`config.mk`:
```
export PLATFORM = sky130hd
export DESIGN_NAME = json_object_stream_framer
export DESIGN_NICKNAME = d
export VERILOG_FILES = /design/src/design/jsfr_pkg.sv /design/src/design/jsfr_front.sv /design/src/design/jsfr_back.sv /design/src/design/json_object_stream_framer.sv
export SDC_FILE = /design/constraint.sdc
export NUM_CORES = 1
export LEC_CHECK = 0
export ABC_AREA = 1
export BUFFER_PORTS_ARGS = -buffer_cell sky130_fd_sc_hd__buf_2
export CAP_MARGIN = 20
export CORE_MARGIN = 1.5
export CORE_UTILIZATION = 47
export DETAILED_ROUTE_END_ITERATION = 6
export PLACE_DENSITY_LB_ADDON = 0.3
export SYNTH_ARGS = -nofsm -noshare
export SYNTH_HDL_FRONTEND = slang
export SYNTH_SLANG_ARGS = --single-unit
```
`constraint.sdc`:
```
create_clock -name clock -period 2.9 [get_ports clock]
set_input_delay 0.58 -clock clock [delete_from_list [all_inputs] [get_ports clock]]
set_output_delay 0.58 -clock clock [all_outputs]
set_load 0.1 [all_outputs]
```
`src/design/jsfr_pkg.sv`:
```
// shared types and constants of the json object stream framer
`timescale 1ns / 1ps

package jsfr_pkg;

   // brace depth limit and the saturation point of the 8 bit depth counter
   localparam int DEPTH_LIMIT = 255;
   localparam int EFFECTIVE_DEPTH_LIMIT = (DEPTH_LIMIT < 255) ? DEPTH_LIMIT : 255;
   localparam logic [7:0] DEPTH_MAX = 8'(EFFECTIVE_DEPTH_LIMIT);

   // reset value of the frame length limit
   localparam logic [15:0] MAX_FRAME_RESET = 16'd16384;

   // byte codes that steer framing
   localparam logic [7:0] CH_OPEN      = 8'h7B;
   localparam logic [7:0] CH_CLOSE     = 8'h7D;
   localparam logic [7:0] CH_QUOTE     = 8'h22;
   localparam logic [7:0] CH_BACKSLASH = 8'h5C;

   // queue sizes
   localparam int QUEUE_DEPTH = 4;
   localparam int QPTR_W      = $clog2(QUEUE_DEPTH);
   localparam int QCNT_W      = $clog2(QUEUE_DEPTH + 1);

   typedef enum logic [2:0] {
      CLS_OTHER,
      CLS_OPEN,
      CLS_CLOSE,
      CLS_QUOTE,
      CLS_BACKSLASH
   } byte_class_type;

   // classified item handed from front end to back end
   typedef struct packed {
      logic [7:0]     data_byte;
      byte_class_type cls;
   } class_item_type;

   // head of the classified queue as seen by the back end
   typedef struct packed {
      logic           valid;
      class_item_type item;
   } class_head_type;

   // one result item
   typedef struct packed {
      logic [7:0]  data_byte;
      logic        kept;
      logic        frame_start;
      logic        frame_end;
      logic [15:0] frame_length;
      logic [7:0]  nesting_depth;
      logic        inside_string;
      logic        depth_overflow;
   } rsp_item_type;

endpackage

```
`src/design/jsfr_front.sv`:
```
// front end: classifies incoming bytes and buffers them in a short queue
`timescale 1ns / 1ps

module jsfr_front import jsfr_pkg::*; (
   input  logic           clock,
   input  logic           reset,
   input  logic           push,
   output logic           full,
   input  logic [7:0]     req_rx_byte,
   output class_head_type head,
   input  logic           head_take
);

   class_item_type        entry_ff [QUEUE_DEPTH];
   logic [QPTR_W-1:0]     wr_ptr_ff;
   logic [QPTR_W-1:0]     wr_ptr_in;
   logic [QPTR_W-1:0]     rd_ptr_ff;
   logic [QPTR_W-1:0]     rd_ptr_in;
   logic [QCNT_W-1:0]     count_ff;
   logic [QCNT_W-1:0]     count_in;
   logic                  wr_en;
   logic                  rd_en;
   class_item_type        new_item;

   // byte classification
   always_comb begin
      new_item.data_byte = req_rx_byte;
      unique case (req_rx_byte)
         CH_OPEN:      new_item.cls = CLS_OPEN;
         CH_CLOSE:     new_item.cls = CLS_CLOSE;
         CH_QUOTE:     new_item.cls = CLS_QUOTE;
         CH_BACKSLASH: new_item.cls = CLS_BACKSLASH;
         default:      new_item.cls = CLS_OTHER;
      endcase
   end

   // queue handshake
   assign full       = (count_ff == QCNT_W'(QUEUE_DEPTH));
   assign wr_en      = push && !full;
   assign rd_en      = head_take && (count_ff != '0);
   assign head.valid = (count_ff != '0);
   assign head.item  = entry_ff[rd_ptr_ff];

   // pointer and fill count update
   always_comb begin
      wr_ptr_in = wr_en ? wr_ptr_ff + QPTR_W'(1) : wr_ptr_ff;
      rd_ptr_in = rd_en ? rd_ptr_ff + QPTR_W'(1) : rd_ptr_ff;
      count_in  = count_ff;
      if (wr_en && !rd_en) begin
         count_in = count_ff + QCNT_W'(1);
      end else if (rd_en && !wr_en) begin
         count_in = count_ff - QCNT_W'(1);
      end
   end

   always_ff @(posedge clock) begin
      if (reset) begin
         wr_ptr_ff <= '0;
         rd_ptr_ff <= '0;
         count_ff  <= '0;
      end else begin
         wr_ptr_ff <= wr_ptr_in;
         rd_ptr_ff <= rd_ptr_in;
         count_ff  <= count_in;
      end
   end

   // queue storage
   always_ff @(posedge clock) begin
      if (wr_en) begin
         entry_ff[wr_ptr_ff] <= new_item;
      end
   end

endmodule

```
`src/design/jsfr_back.sv`:
```
// back end: brace, string and length tracking plus the result queue
`timescale 1ns / 1ps

module jsfr_back import jsfr_pkg::*; (
   input  logic           clock,
   input  logic           reset,
   input  logic           csr_wr_en,
   input  logic [15:0]    csr_wr_data,
   input  class_head_type head,
   output logic           head_take,
   output logic           empty,
   input  logic           pop,
   output rsp_item_type   rsp_item
);

   logic [15:0]       max_frame_ff;
   logic [7:0]        depth_ff;
   logic [7:0]        depth_in;
   logic              string_ff;
   logic              string_in;
   logic              escape_ff;
   logic              escape_in;
   logic [15:0]       kept_count_ff;
   logic [15:0]       kept_count_in;
   rsp_item_type      res;

   rsp_item_type      out_ff [QUEUE_DEPTH];
   logic [QPTR_W-1:0] out_wr_ptr_ff;
   logic [QPTR_W-1:0] out_rd_ptr_ff;
   logic [QCNT_W-1:0] out_count_ff;
   logic [QCNT_W-1:0] out_count_in;
   logic              out_push;
   logic              out_pop;

   // take a classified byte whenever the result queue has room
   assign head_take = head.valid && (out_count_ff != QCNT_W'(QUEUE_DEPTH));
   assign out_push  = head_take;
   assign out_pop   = pop && !empty;
   assign empty     = (out_count_ff == '0);
   assign rsp_item  = out_ff[out_rd_ptr_ff];

   // per-byte framing step
   always_comb begin
      depth_in      = depth_ff;
      string_in     = string_ff;
      escape_in     = escape_ff;
      kept_count_in = kept_count_ff;
      res           = '0;
      res.data_byte = head.item.data_byte;
      if (depth_ff == '0) begin
         if (head.item.cls == CLS_OPEN) begin
            depth_in        = 8'd1;
            string_in       = 1'b0;
            escape_in       = 1'b0;
            kept_count_in   = 16'd1;
            res.kept        = 1'b1;
            res.frame_start = 1'b1;
         end else begin
            kept_count_in = '0;
         end
         res.frame_length = kept_count_in;
      end else begin
         if (kept_count_ff < max_frame_ff) begin
            kept_count_in = kept_count_ff + 16'd1;
            res.kept      = 1'b1;
         end
         res.frame_length = kept_count_in;
         priority if (escape_ff) begin
            escape_in = 1'b0;
         end else if (string_ff && head.item.cls == CLS_BACKSLASH) begin
            escape_in = 1'b1;
         end else if (head.item.cls == CLS_QUOTE) begin
            string_in = !string_ff;
         end else if (!string_ff && head.item.cls == CLS_OPEN) begin
            if (depth_ff >= DEPTH_MAX) begin
               res.depth_overflow = 1'b1;
            end else begin
               depth_in = depth_ff + 8'd1;
            end
         end else if (!string_ff && head.item.cls == CLS_CLOSE) begin
            depth_in = depth_ff - 8'd1;
            if (depth_in == '0) begin
               res.frame_end = 1'b1;
               kept_count_in = '0;
               string_in     = 1'b0;
               escape_in     = 1'b0;
            end
         end else begin
            escape_in = escape_ff;
         end
      end
      res.nesting_depth = depth_in;
      res.inside_string = string_in;
   end

   // framing state and length limit register
   always_ff @(posedge clock) begin
      if (reset) begin
         max_frame_ff  <= MAX_FRAME_RESET;
         depth_ff      <= '0;
         string_ff     <= 1'b0;
         escape_ff     <= 1'b0;
         kept_count_ff <= '0;
      end else begin
         if (csr_wr_en) begin
            max_frame_ff <= csr_wr_data;
         end
         if (head_take) begin
            depth_ff      <= depth_in;
            string_ff     <= string_in;
            escape_ff     <= escape_in;
            kept_count_ff <= kept_count_in;
         end
      end
   end

   // result queue control
   always_comb begin
      out_count_in = out_count_ff;
      if (out_push && !out_pop) begin
         out_count_in = out_count_ff + QCNT_W'(1);
      end else if (out_pop && !out_push) begin
         out_count_in = out_count_ff - QCNT_W'(1);
      end
   end

   always_ff @(posedge clock) begin
      if (reset) begin
         out_wr_ptr_ff <= '0;
         out_rd_ptr_ff <= '0;
         out_count_ff  <= '0;
      end else begin
         if (out_push) begin
            out_wr_ptr_ff <= out_wr_ptr_ff + QPTR_W'(1);
         end
         if (out_pop) begin
            out_rd_ptr_ff <= out_rd_ptr_ff + QPTR_W'(1);
         end
         out_count_ff <= out_count_in;
      end
   end

   // result queue storage
   always_ff @(posedge clock) begin
      if (out_push) begin
         out_ff[out_wr_ptr_ff] <= res;
      end
   end

   // outside a frame the kept count is always zero
   a_idle_count: assert property (@(posedge clock) disable iff (reset)
      depth_ff == '0 |-> kept_count_ff == '0)
      else $error("kept count nonzero outside a frame");

   // an escape is only pending inside a string
   a_escape_in_string: assert property (@(posedge clock) disable iff (reset)
      escape_ff |-> string_ff)
      else $error("escape flag set outside a string");

   // a frame start item is kept with length one at depth one
   a_start_shape: assert property (@(posedge clock) disable iff (reset)
      out_push && res.frame_start |->
         res.kept && res.frame_length == 16'd1 && res.nesting_depth == 8'd1)
      else $error("malformed frame start item");

   // a frame end leaves the tracker outside any frame
   a_end_closes: assert property (@(posedge clock) disable iff (reset)
      out_push && res.frame_end |=> depth_ff == '0 && !string_ff)
      else $error("frame end did not close the frame");

   // the result queue never overfills
   a_out_bound: assert property (@(posedge clock) disable iff (reset)
      out_count_ff <= QCNT_W'(QUEUE_DEPTH))
      else $error("result queue overflow");

endmodule

```
`src/design/json_object_stream_framer.sv`:
```
// top level of the json object stream framer
`timescale 1ns / 1ps

// Cuts complete top-level JSON objects out of a byte stream and returns one
// result item per accepted byte, in order. Bytes are pushed while full is low
// and results are popped while empty is low. A byte is classified and held in
// a four-entry front queue, then the back end applies the brace, string and
// length step to it and places the result in a four-entry result queue. The
// result of an accepted byte passes both queues before it can be popped; one
// byte per cycle is sustained while the result queue has room. The user writes
// the frame length limit (reset 16384) through csr_wr_en and csr_wr_data only
// while no item is in flight; the block itself does not enforce this.
module json_object_stream_framer import jsfr_pkg::*; (
   input  logic        clock,
   input  logic        reset,
   input  logic        push,
   output logic        full,
   input  logic [7:0]  req_rx_byte,
   output logic        empty,
   input  logic        pop,
   output logic [7:0]  rsp_data_byte,
   output logic        rsp_kept,
   output logic        rsp_frame_start,
   output logic        rsp_frame_end,
   output logic [15:0] rsp_frame_length,
   output logic [7:0]  rsp_nesting_depth,
   output logic        rsp_inside_string,
   output logic        rsp_depth_overflow,
   input  logic        csr_wr_en,
   input  logic [15:0] csr_wr_data
);

   class_head_type head;
   logic           head_take;
   rsp_item_type   rsp_item;

   // classify and buffer incoming items
   jsfr_front u_front (
      .clock       (clock),
      .reset       (reset),
      .push        (push),
      .full        (full),
      .req_rx_byte (req_rx_byte),
      .head        (head),
      .head_take   (head_take)
   );

   // framing state and result queue
   jsfr_back u_back (
      .clock       (clock),
      .reset       (reset),
      .csr_wr_en   (csr_wr_en),
      .csr_wr_data (csr_wr_data),
      .head        (head),
      .head_take   (head_take),
      .empty       (empty),
      .pop         (pop),
      .rsp_item    (rsp_item)
   );

   // result fields
   assign rsp_data_byte      = rsp_item.data_byte;
   assign rsp_kept           = rsp_item.kept;
   assign rsp_frame_start    = rsp_item.frame_start;
   assign rsp_frame_end      = rsp_item.frame_end;
   assign rsp_frame_length   = rsp_item.frame_length;
   assign rsp_nesting_depth  = rsp_item.nesting_depth;
   assign rsp_inside_string  = rsp_item.inside_string;
   assign rsp_depth_overflow = rsp_item.depth_overflow;

endmodule

```
# == Yosys cells after proc, flatten, opt, wreduce, memory -nomap -nowiden ==
# Memories as Yosys holds them, arrays and structs flattened. A register that Yosys moved wholly into a read port is not among the register bits.
# Index checks and enable logic that the tools add are counted.
# word_totals
register_bits,56
ram_bits,192
inputBits,29
output_inout_bits,39
wordCells,122
n_memories,2
# op_classes
add_sub_neg,11
magnitude_cmp,2
n_eq_ne,11
n_mux,60
n_reduce_logical,25
# mem_list
name,depth,word_bits,rd,rd_ports_with_merged_regs,wr,line,text
u_back.out_ff,4,37,1,1,1,jsfr_back.sv:27,rsp_item_type out_ff [QUEUE_DEPTH];
u_front.entry_ff,4,11,1,1,1,jsfr_front.sv:14,class_item_type entry_ff [QUEUE_DEPTH];
# op_table
op,n
$mux W16,9
$mux W8,8
$mux W1,33
$eq A8 B7 Y1 const B,3
$add A16 B1 Y16 const B,1
$logic_not A8 Y1,2
$lt A16 B16 Y1,1
$mux W3,4
$pmux W3 S4,1
$logic_and A1 B1 Y1,11
$mux W2,5
$add A2 B1 Y2 const B,4
$add A8 B1 Y8 const B,1
$eq A8 B6 Y1 const B,1
$ge A8 B8 Y1 const B,1
$sub A8 B1 Y8 const B,1
$logic_not A1 Y1,7
$add A3 B1 Y3 const B,2
$eq A3 B2 Y1 const B,2
$eq A3 B3 Y1 const B,2
$sub A3 B1 Y3 const B,2
$reduce_bool A2 Y1,2
$eq A3 B1 Y1 const B,1
$logic_not A3 Y1,1
other kinds (4),4

# == Depth between registers and ports, before layout ==
# Gate-level depths: netlist of the first run.
# logic_depth
word_depth,9
mapped_depth,16
depth_no_buf,15

# == Cells and area by module ==
# From an unflattened synthesis of the first run, not the netlist that was laid out.
# unflattened
hier_cells,1115
hier_area_um2,11433.5
# modules_own_cells
mod,n_inst,cells_each,area_each_um2
jsfr_back,1,918,9210.1
jsfr_front,1,197,2223.4

# == Least setup slack after synthesis of the first run ==
# No wires, ideal clock.
# synth_path
kind,register to register
start,register u_back.out_count_ff[0]
end,register u_back.out_count_ff[2]
setup_ns,0.070
arrival_ns,3.802
required_time_ns,2.830
path_slack_ns,-0.972
path_stages_with_launch,12
n_path_buf,0
path_cell_list,dfxtp_1 nor3_1 nor2_1 inv_1 ha_1 inv_1 fa_1 nor2_1 nor2_1 nand2_1 o21ai_0 a21oi_1
# synth_between
elab_chain_len,6
# synth_lines
element,line,text
"start, declared",jsfr_back.sv:30,logic [QCNT_W-1:0] out_count_ff;
"start signal, assigned",jsfr_back.sv:139,out_count_ff <= out_count_in;
$logic_not A3 Y1 (*),jsfr_back.sv:39,assign empty = (out_count_ff == '0);
via empty,json_object_stream_framer.sv:19,"output logic empty,"
$logic_not A1 Y1 (*),jsfr_back.sv:38,assign out_pop = pop && !empty;
$logic_and A1 B1 Y1 (*),jsfr_back.sv:38,
$logic_not A1 Y1,jsfr_back.sv:120,if (out_push && !out_pop) begin
$logic_and A1 B1 Y1,jsfr_back.sv:120,
$mux W3 / $reduce_bool A2 Y1 (equally long branches),-,
# The timed path passes the listed nets; every way through them passes the cells marked *. The select of a mux whose other input is x is not followed.
# A chain may end at the register's enable or synchronous reset.

==> impl_metrics.json, run 1 <==
{
  "outcome": "complete, no violations",
  "grt_first_pass_wirelength_um": 39240,
  "grt_overflow": 0,
  "io_pins": 68,
  "synth_area_um2": 11370,
  "core_region_area_um2": 23610,
  "fin_ws_ps": 172.9,
  "synth_cells": 1134,
  "path_clk_slew_ps": 60,
  "syn-mean-instance-area_um2": 10.03,
  "maxCapViolations": 0,
  "area_growth_pct": 15.80,
  "rsz0062_at_grt": "false",
  "drt_iter0_markers": 542,
  "worst_hold_path.num_cells": 3,
  "r2r_cells": 7,
  "final_nets": 1263,
  "clkLatencyLatePin_ps": 520,
  "setup_viol": 0,
  "cts_setup_buffers": 0,
  "die_area_um2": 25130,
  "post_drt_wl_per_cell_um": 16.07,
  "p_seq_share_pct": 34.1,
  "final_hold_viol_count": 0,
  "pwr-share-clk_pct": 19.5,
  "detailed_place_hpwl_um": 15710,
  "p_leak_nw": 5.119,
  "cp.required_ps": 2320,
  "cts_sinks": 252,
  "p_per_area_nw_per_um2": 1210,
  "holdPathEnd": "u_back.max_frame_ff[14]$_SDFFE_PP1P_",
  "antenna_found_initial": 0,
  "worst_clock_skew_ps": 16.76,
  "ir_drop_v": 0.001035,
  "finalCritPeriodShare_pct": 94.04,
  "p_switching_mw": 7.464,
  "cts_buffers": 25,
  "fin_cells": 1540,
  "clock-root-buffer": "clkbuf_16",
  "sw_frac_of_total_pct": 46.85,
  "r2r-end": "u_back.out_ff[1][28]$_DFFE_PP_",
  "critPathKind": "register to output pin",
  "diodes": 0,
  "worst_slew_pin_slew_ps": 843.2,
  "grt_max_degree": 75,
  "grt_pass1_vias": 7618,
  "hold_class": "primary input to register",
  "p_int_mw": 8.467,
  "report.final.slew_viol_count": 0,
  "viasPerCell": 5.290,
  "gp_congestion": 0.9046,
  "vias": 8146,
  "rows": 56,
  "fp.dieW_um": 158.5,
  "synthTopCellsByArea": "edfxtp_1, dfxtp_1, o21ai_0",
  "rrSetupSlack_ps": 490,
  "drive_above_1_share_pct": 17.61,
  "synth_seq_cells": 252,
  "pwr-share-comb_pct": 46.4,
  "drc": 0,
  "startpoint_type": "register",
  "max_freq_mhz": 366.7,
  "synth_top_area_share_pct": 50.72,
  "floorplan.initialDensity_pct": 48.15,
  "track_usage_pct": 19.96,
  "ant_nets": 0,
  "path_max_fanout": 37,
  "io_buffer_count": 67,
  "totalWireLength_um": 24750,
  "fin_crit_ps": 2727,
  "dp_slack_ps": 512.7,
  "cts_buffer_depth": 3,
  "power_mw": 15.93,
  "die_h_um": 158.5,
  "cts_tree": "done",
  "holdCritStartpoint": "csr_wr_data[14]",
  "critical_path_arrival_ps": 2150,
  "whs_ps": 273.2,
  "firstDrtPassIters": 5,
  "dp_cells": 1495,
  "ys_seq_area_share_pct": 61.28,
  "htreeDepth": 1,
  "synth_cell_type_count": 39,
  "r2r_start": "u_back.kept_count_ff[7]$_SDFFE_PP0P_",
  "yosysTopAreaCell": "edfxtp_1",
  "slew_headroom_pct": 43.72,
  "syn_nets": 1194,
  "ys_warn_count": 0,
  "end_kind": "output pin"
}
synthesized netlist by cell type:
cell type  instances
nor2_4             2
fa_1               2
a211oi_1           1
o41ai_1            1
inv_1            119
nand3_4            1
a21oi_4            1
nor3_1            14
nand3b_1           2
nand3_1           60
a21oi_1           57
nand2_1          152
a31oi_1            2
nor2_1           137
buf_4              1
nand4_1            7
o21ai_0          137
nand2_2           13
xor2_1            14
buf_6              2
nor4_1             3
or4_1              1
ha_1              29
dfxtp_1           60
o22ai_1           45
a21oi_2           10
nor2_8             1
o21a_1             1
edfxtp_1         192
buf_1              1
xnor2_1            1
clkbuf_1          42
inv_2              5
nand3_2            3
nor4b_1            1
nand2_4            4
o21ai_1            4
nor2_2             2
buf_2              4
state kept, by name, indices dropped and copies added, names as in the netlist, named ones only:
signal,count
u_back.out_ff,148
u_front.entry_ff,44
u_back.kept_count_ff,16
u_back.max_frame_ff,16
u_back.depth_ff,8
u_back.out_count_ff,3
u_front.count_ff,3
u_back.out_rd_ptr_ff,2
u_back.out_wr_ptr_ff,2
u_front.rd_ptr_ff,2
u_front.wr_ptr_ff,2
u_back.escape_ff,1
u_back.string_ff,1
power by group through the flow:
stage	registers (mW)	clock network (mW)	logic (mW)
global placement	5.48	0	7.32
detailed placement	5.51	0	7.39
finish	5.44	3.11	7.39
global route	5.51	3.31	7.99
floorplan	5.45	0	5.86
CTS	5.43	3.16	7.41
metrics by stage:
stage	util [%]	TNS, ps	cell area [um^2]
floorplan	-	-240.5	11610
global placement	52.42	0	12380
detailed placement	52.42	0	12380
CTS	55.74	0	13160
global route	55.75	0	13170
finish	55.75	0	13170
kinds of logic (layout without fill, tap and decap cells):
logic type	Yosys count	in the layout	share of synthesized area, %
XOR/XNOR	15	15	1.156
AND/OR/NAND/NOR	403	403	15.64
AO/OA/AOI/OAI	259	259	12.43
flip-flops	252	252	61.28
adder cells (fa/ha/maj)	31	31	3.544
buffers and inverters	174	261	5.954
final cells by class:
class,count,area (um^2)
inverter,124,465.4
sequential,252,6968
fill,2065,10450
clock inverter,11,107.6
clock buffer,34,676.9
timing repair buffer,92,551.8
tap,319,399.1
multi-input combinational,708,3996
cells in the final DEF (no fill, tap or decap), types with 14 or more instances in the layout:
cell and instances:
inv_1 118, nand3_1 60, buf_4 22, buf_2 67
xor2_1 14, nor2_1 133, ha_1 29, a21oi_1 57
o21ai_0 137, edfxtp_1 192, nand2_1 152, dfxtp_1 59
o22ai_2 37, clkbuf_16 25
layer usage:
metal,track usage [%],vias up,part of all wire [%],wire (um)
met5,0,-,0,0
met4,5.785,0,1.8,439
met3,2.531,35,5.4,1334
met2,31.50,224,45,11110
met1,28.98,3844,48,11870
li1,-,4043,-,-
timing repair:
action | 4_1_cts | 5_1_grt
gates resized for setup | 0 | 1
hold buffers | 0 | 0
endpoints found under the setup margin | 0 | 3
critical path, cell delays in order (launching register included):
cell	delay, ps
dfxtp_1	330
buf_4	360
o21ai_0	220
o22ai_2	220
buf_2	460
how the worst max path moves through the flow:
stage                                                      from                              endpoint  slack, ps  cells after the start
after CTS                                              register                  rsp_nesting_depth[0]         80                      4
after detailed placement  u_back.kept_count_ff[11]$_SDFFE_PP0P_        u_back.out_ff[1][28]$_DFFE_PP_        510                      8
final                                                  register                  rsp_nesting_depth[0]        170                      4
after floorplan             u_back.out_count_ff[0]$_SDFFE_PP0P_   u_back.out_count_ff[2]$_SDFFE_PP0P_         -3                     11
after global routing                                   register                  rsp_nesting_depth[0]         50                      4
after global placement                                 register  u_back.kept_count_ff[3]$_SDFFE_PP0P_        540                     11
(Power assumes the default switching activity.)
==> run 2, diff against run 1 <==
--- a/config.mk
+++ b/config.mk
@@ -8,8 +8,10 @@
 export ABC_AREA = 1
 export BUFFER_PORTS_ARGS = -buffer_cell sky130_fd_sc_hd__buf_2
 export CAP_MARGIN = 20
+export CELL_PAD_IN_SITES_DETAIL_PLACEMENT = 0
+export CELL_PAD_IN_SITES_GLOBAL_PLACEMENT = 1
 export CORE_MARGIN = 1.5
-export CORE_UTILIZATION = 47
+export CORE_UTILIZATION = 43
 export DETAILED_ROUTE_END_ITERATION = 6
 export PLACE_DENSITY_LB_ADDON = 0.3
 export SYNTH_ARGS = -nofsm -noshare
==> run 2 against run 1 <==
  * Via count fell by 1.3%
  * Worst hold slack improved by 23 ps
  * Clock-buffer cell count rose by 2
  * Setup slack lost 43 ps
  * Clock power is essentially flat
  * Clock skew increased by 1.2 ps
  * Final area rose by 0.56%
==> impl_metrics.json, run 2 (synthesis results as in run 1) <==
{
  "fin_crit_ps": 2770,
  "tns_ps": 0,
  "worstPathCellList": "inv_2 > buf_4 > o21ai_0 > o22ai_2 > buf_2",
  "critPathKind": "register to output pin",
  "detailed_place_hpwl_um": 16060,
  "totalWireLength_um": 25040,
  "fin_cells": 1560,
  "whs_ps": 296.3,
  "path_clk_slew_ps": 60,
  "p_per_area_nw_per_um2": 1206,
  "startpoint_type": "register",
  "cts_sinks": 252,
  "final_common_cell": "edfxtp_1",
  "use_met1_pct": 26.72,
  "power_mw": 15.96,
  "final_area_um2": 13240,
  "finalCritPeriodShare_pct": 95.51,
  "grt_max_degree": 47,
  "grt_overflow": 0,
  "cts_buffer_depth": 3,
  "dp_cells": 1514,
  "reg_top3": "u_back.out_ff: 148 flops, u_front.entry_ff: 44 flops",
  "slowest_stage": "dfxtp_4",
  "path_max_fanout": 33,
  "cpPeakStageDelay_ps": 460,
  "r2r-end": "u_back.out_ff[2][28]$_DFFE_PP_",
  "r2r_cells": 8,
  "rows": 59,
  "gp_congestion": 0.8444,
  "p_leak_nw": 5.145,
  "core_region_area_um2": 25980,
  "top_usage_layer": "met2",
  "cts_buffers": 26,
  "cp.required_ps": 2320,
  "clkLatencyLatePin_ps": 530,
  "track_usage_pct": 18.24,
  "htreeDepth": 1,
  "post_drt_wl_per_cell_um": 16.05,
  "die_h_um": 165.6,
  "report.final.slew_viol_count": 0,
  "largest-register": "u_back.out_ff",
  "viasPerCell": 5.156,
  "drt_iter0_markers": 560,
  "crit_end": "rsp_frame_length[4]",
  "ir_drop_v": 0.001210,
  "io_pins": 68,
  "r2r_start": "u_back.kept_count_ff[11]$_SDFFE_PP0P_",
  "grt_first_pass_wirelength_um": 40810,
  "final_nets": 1267,
  "clock-root-buffer": "clkbuf_16",
  "drive_above_1_share_pct": 17.65,
  "floorplan.initialDensity_pct": 43.75,
  "slew_headroom_pct": 53.19,
  "drc": 0,
  "final_hold_viol_count": 0,
  "cts_setup_buffers": 0,
  "hold_class": "primary input to register",
  "outcome": "complete, no violations",
  "maxCapViolations": 0,
  "use_met2_pct": 29.04,
  "max_freq_mhz": 361.0,
  "critical_path_arrival_ps": 2190,
  "rsz0062_at_grt": "false",
  "cts_tree": "done",
  "vias": 8044,
  "grt_use_met3_pct": 2.079,
  "firstDrtPassIters": 7,
  "area_growth_pct": 16.45,
  "setup_viol": 0,
  "fin_ws_ps": 130.1,
  "dp_slack_ps": 493.2,
  "io_buffer_count": 67,
  "worst_slew_pin_slew_ps": 701.4,
  "grt_pass1_vias": 7668,
  "largest_reg_flops": 148,
  "post-route-util_pct": 50.95,
  "mostFrequentLayoutCells": "edfxtp_1, nand2_1, o21ai_0, nor2_1, inv_1",
  "end_kind": "output pin",
  "worst_clock_skew_ps": 17.97,
  "fp.dieW_um": 165.6,
  "rrSetupSlack_ps": 510,
  "postPlaceCellArea_um2": 12440,
  "ant_nets": 0,
  "die_area_um2": 27420,
  "antenna_found_initial": 0
}
run 2: metal layers:
metal | vias to the layer above | routed length, um
met3 | 30 | 932
li1 | 4050 | -
met1 | 3801 | 12540
met4 | 0 | 433
met2 | 163 | 11130
met5 | - | 0
run 2: how the worst min path moves through the flow:
stage / startpoint / to / slack (ps) / cells past startpoint
after floorplan: u_back.max_frame_ff[15]$_SDFFE_PP0P_ / u_back.max_frame_ff[15]$_SDFFE_PP0P_ / 430 / 2
after global placement: u_front.rd_ptr_ff[1]$_SDFFE_PP0P_ / register / 450 / 2
after detailed placement: u_back.max_frame_ff[1]$_SDFFE_PP0P_ / u_back.max_frame_ff[1]$_SDFFE_PP0P_ / 460 / 2
after CTS: csr_wr_data[14] / u_back.max_frame_ff[14]$_SDFFE_PP1P_ / 270 / 3
after global routing: csr_wr_data[14] / u_back.max_frame_ff[14]$_SDFFE_PP1P_ / 290 / 3
final: csr_wr_data[14] / u_back.max_frame_ff[14]$_SDFFE_PP1P_ / 300 / 3
run 2: final cells by class:
class | count | area, um^2
Clock inverter | 9 | 70.07
Multi-Input combinational cell | 708 | 3996
Clock buffer | 36 | 719.4
Fill cell | 2354 | 12750
Sequential cell | 252 | 6970
Timing Repair Buffer | 95 | 595.6
Tap cell | 335 | 419.2
Inverter | 124 | 465.4
Antenna cell | 1 | 2.502
run 2: repair_timing:
action	in CTS	in global routing
setup endpoints to repair	28	0
hold buffers	0	0
hold endpoints to repair	0	0
resized for setup	1	0
run 2: power by group:
part / total (mW) / switching (mW) / internal [mW]
sequential: 5.48 / 0.340 / 5.13
combinational: 7.40 / 5.85 / 1.54
clock: 3.09 / 1.28 / 1.81
total: 16.0 / 7.48 / 8.49
run 2: worst max-delay path, delay by kind of cell, from the launching register on:
| kind | cells | cell delay (ps) |
|---|---|---|
| compound gates | 2 | 310 |
| buf+inv | 3 | 880 |
| flops | 1 | 460 |
==> run 3, diff against run 2 <==
--- a/config.mk
+++ b/config.mk
@@ -5,13 +5,12 @@
 export SDC_FILE = /design/constraint.sdc
 export NUM_CORES = 1
 export LEC_CHECK = 0
-export ABC_AREA = 1
-export BUFFER_PORTS_ARGS = -buffer_cell sky130_fd_sc_hd__buf_2
+export BUFFER_PORTS_ARGS = -buffer_cell sky130_fd_sc_hd__clkbuf_2
 export CAP_MARGIN = 20
 export CELL_PAD_IN_SITES_DETAIL_PLACEMENT = 0
 export CELL_PAD_IN_SITES_GLOBAL_PLACEMENT = 1
 export CORE_MARGIN = 1.5
-export CORE_UTILIZATION = 43
+export CORE_UTILIZATION = 46
 export DETAILED_ROUTE_END_ITERATION = 6
 export PLACE_DENSITY_LB_ADDON = 0.3
 export SYNTH_ARGS = -nofsm -noshare
==> run 3 against run 2 <==
  * Register-to-register slack got worse by 310 ps
  * Global-route usage up 0.84 points
  * Worst hold slack got worse by 21 ps
  * Setup slack gained 15 ps
  * Critical path type unchanged
  * Critical endpoint is now rsp_frame_length[11]
==> impl_metrics.json, run 3 <==
{
  "synth_seq_cells": 252,
  "synth_area_um2": 10880,
  "grt_pass1_vias": 6660,
  "htreeDepth": 1,
  "finalCritPeriodShare_pct": 94.99,
  "worstPathCellList": "buf_4 > mux4_2 > clkbuf_2",
  "syn_nets": 823,
  "report.final.slew_viol_count": 0,
  "die_h_um": 156.8,
  "path_max_fanout": 13,
  "diodes": 0,
  "synth_cells": 763,
  "cts_sinks": 252,
  "clock-root-buffer": "clkbuf_16",
  "synth.mux.area_fraction_pct": 11.97,
  "yosysMostFrequentCell": "edfxtp_1",
  "grt_first_pass_wirelength_um": 36040,
  "slew_headroom_pct": 49.11,
  "maxCapViolations": 0,
  "final_nets": 915,
  "drc": 0,
  "rsz0062_at_grt": "false",
  "cts_tree": "done",
  "final_area_um2": 12760,
  "synth_cell_type_count": 58,
  "max_freq_mhz": 363.0,
  "cts_buffer_depth": 3,
  "detailed_place_hpwl_um": 15550,
  "firstDrtPassIters": 4,
  "largest_reg_flops": 148,
  "cp.required_ps": 2320,
  "synth_compound_area_share_pct": 6.336,
  "cts_setup_buffers": 0,
  "drt_iter0_markers": 432,
  "synthArstFlopShare_pct": 0,
  "tns_ps": 0,
  "critical_path_arrival_ps": 2170,
  "die_area_um2": 24590,
  "reg_top3": "u_back.out_ff: 148 flops, u_front.entry_ff: 44 flops",
  "io_pins": 68,
  "floorplan.initialDensity_pct": 46.64,
  "whs_ps": 275.2,
  "grt_overflow": 0,
  "synth_common_cells": "edfxtp_1, nor2_1, dfxtp_1",
  "worst_slew_pin_slew_ps": 752.8,
  "path_delay_family": "buffers and inverters",
  "largest-register": "u_back.out_ff",
  "synth-edff-count": 192,
  "hold_class": "primary input to register",
  "clkLatencyLatePin_ps": 540,
  "synth_simple_gate_area_share_pct": 8.923,
  "ys_seq_area_share_pct": 64.02,
  "synth-xor-area-share_pct": 2.415,
  "synthFlopType": "edfxtp_1",
  "end_kind": "output pin",
  "post_drt_wl_per_cell_um": 19.07,
  "final_common_cell": "edfxtp_1",
  "gp_congestion": 0.8846,
  "viasPerCell": 5.422,
  "area_growth_pct": 17.29,
  "drive_above_1_share_pct": 22.97,
  "ant_nets": 0,
  "antenna_found_initial": 0,
  "critPathKind": "register to output pin",
  "fin_crit_ps": 2755,
  "cpPeakStageDelay_ps": 590,
  "startpoint_type": "register",
  "path_clk_slew_ps": 60,
  "synth_top_family_by_area": "multiplexers",
  "postPlaceCellArea_um2": 11840,
  "fillerInstances": 1883,
  "track_usage_pct": 19.08,
  "final_hold_viol_count": 0,
  "synth_adder_area_share_pct": 3.702,
  "ys_warn_count": 0,
  "io_buffer_count": 67,
  "yosysTopAreaCell": "edfxtp_1",
  "totalWireLength_um": 22770,
  "fp.dieW_um": 156.8,
  "synthTopCellsByArea": "edfxtp_1, dfxtp_1, mux4_2",
  "syn-mean-instance-area_um2": 14.26,
  "rows": 56,
  "setup_viol": 0,
  "synth_top_area_share_pct": 52.98,
  "vias": 6474,
  "cts_buffers": 26,
  "core_region_area_um2": 23330,
  "path_buf_inv": 2,
  "outcome": "complete, no violations",
  "grt_max_degree": 42,
  "mostFrequentLayoutCells": "edfxtp_1, nor2_1, clkbuf_2, dfxtp_1, nand2_1",
  "slowest_stage": "mux4_2",
  "worst_clock_skew_ps": 15.20
}
## run 3: cell count changes in the layout (fill, tap and decap cells not counted), moves of 63 or more
cell      before  now
inv_1        118   35
nand2_1      152   46
clkbuf_2       0   67
nor2_1       133   70
buf_2         67    0
o21ai_0      137   26
## run 3: logic make-up (layout without fill, tap and decap cells)
| kind of cell | after synthesis | count (layout) |
|---|---|---|
| AOI/OAI and AO/OA | 107 | 107 |
| and+or+nand+nor | 203 | 203 |
| xor gates and xnor gates | 30 | 30 |
| DFF | 252 | 252 |
| buffers and inverters | 73 | 185 |
| muxes | 67 | 67 |
| adders and majority gates | 31 | 31 |
## run 3: path summary, 6_finish.rpt
check / from / endpoint / slack (ps) / cells past startpoint
max: register / rsp_frame_length[11] / 150 / 3
min: csr_wr_data[4] / u_back.max_frame_ff[4]$_SDFFE_PP0P_ / 280 / 3
max reg2reg: register / u_back.out_ff[1][6]$_DFFE_PP_ / 200 / 8
min reg2reg: u_back.max_frame_ff[14]$_SDFFE_PP1P_ / u_back.max_frame_ff[14]$_SDFFE_PP1P_ / 490 / 2
## run 3: cell type report
class	instances	area [um^2]	share of cell area (%)
tap	319	399.1	3.127
inverter	36	135.1	1.059
clock inverter	14	175.2	1.372
timing repair buffer	101	665.6	5.215
multi-input combinational	438	3677	28.81
clock buffer	34	742.0	5.813
sequential	252	6969	54.60
## run 3: repair_timing
item,4_1_cts,5_1_grt
hold buffers,0,0
endpoints found under the setup margin,0,25
resized for setup,0,4
## run 3: worst reg2reg max path, delay by kind of cell (launching register included)
family | cells | cell delay (ps)
multiplexers | 1 | 610
AO/OA/AOI/OAI | 1 | 170
AND/OR/NAND/NOR | 5 | 1090
flip-flops | 1 | 430
buffers and inverters | 1 | 170
## run 3: stage by stage
step	cells	util [%]	setup slack (ps)
after global routing	1194	54.70	54.73
after detailed placement	1146	50.75	141.2
after floorplan	763	-	169.9
final	1194	54.70	145.3
after global placement	1146	50.75	156.7
after CTS	1194	54.68	86.14
## run 3: layer usage
metal  vias up  wire length, um  global-route usage, %
li1       3085                -                      -
met1      3236             9828                  24.86
met2       117            11490                  33.35
met3        36              992                  2.659
met4         0              450                  5.306
met5         -                0                      0
Power of run 3 is not shown: default switching activity piles up to over one toggle a cycle in this logic, so the estimate is an artifact.
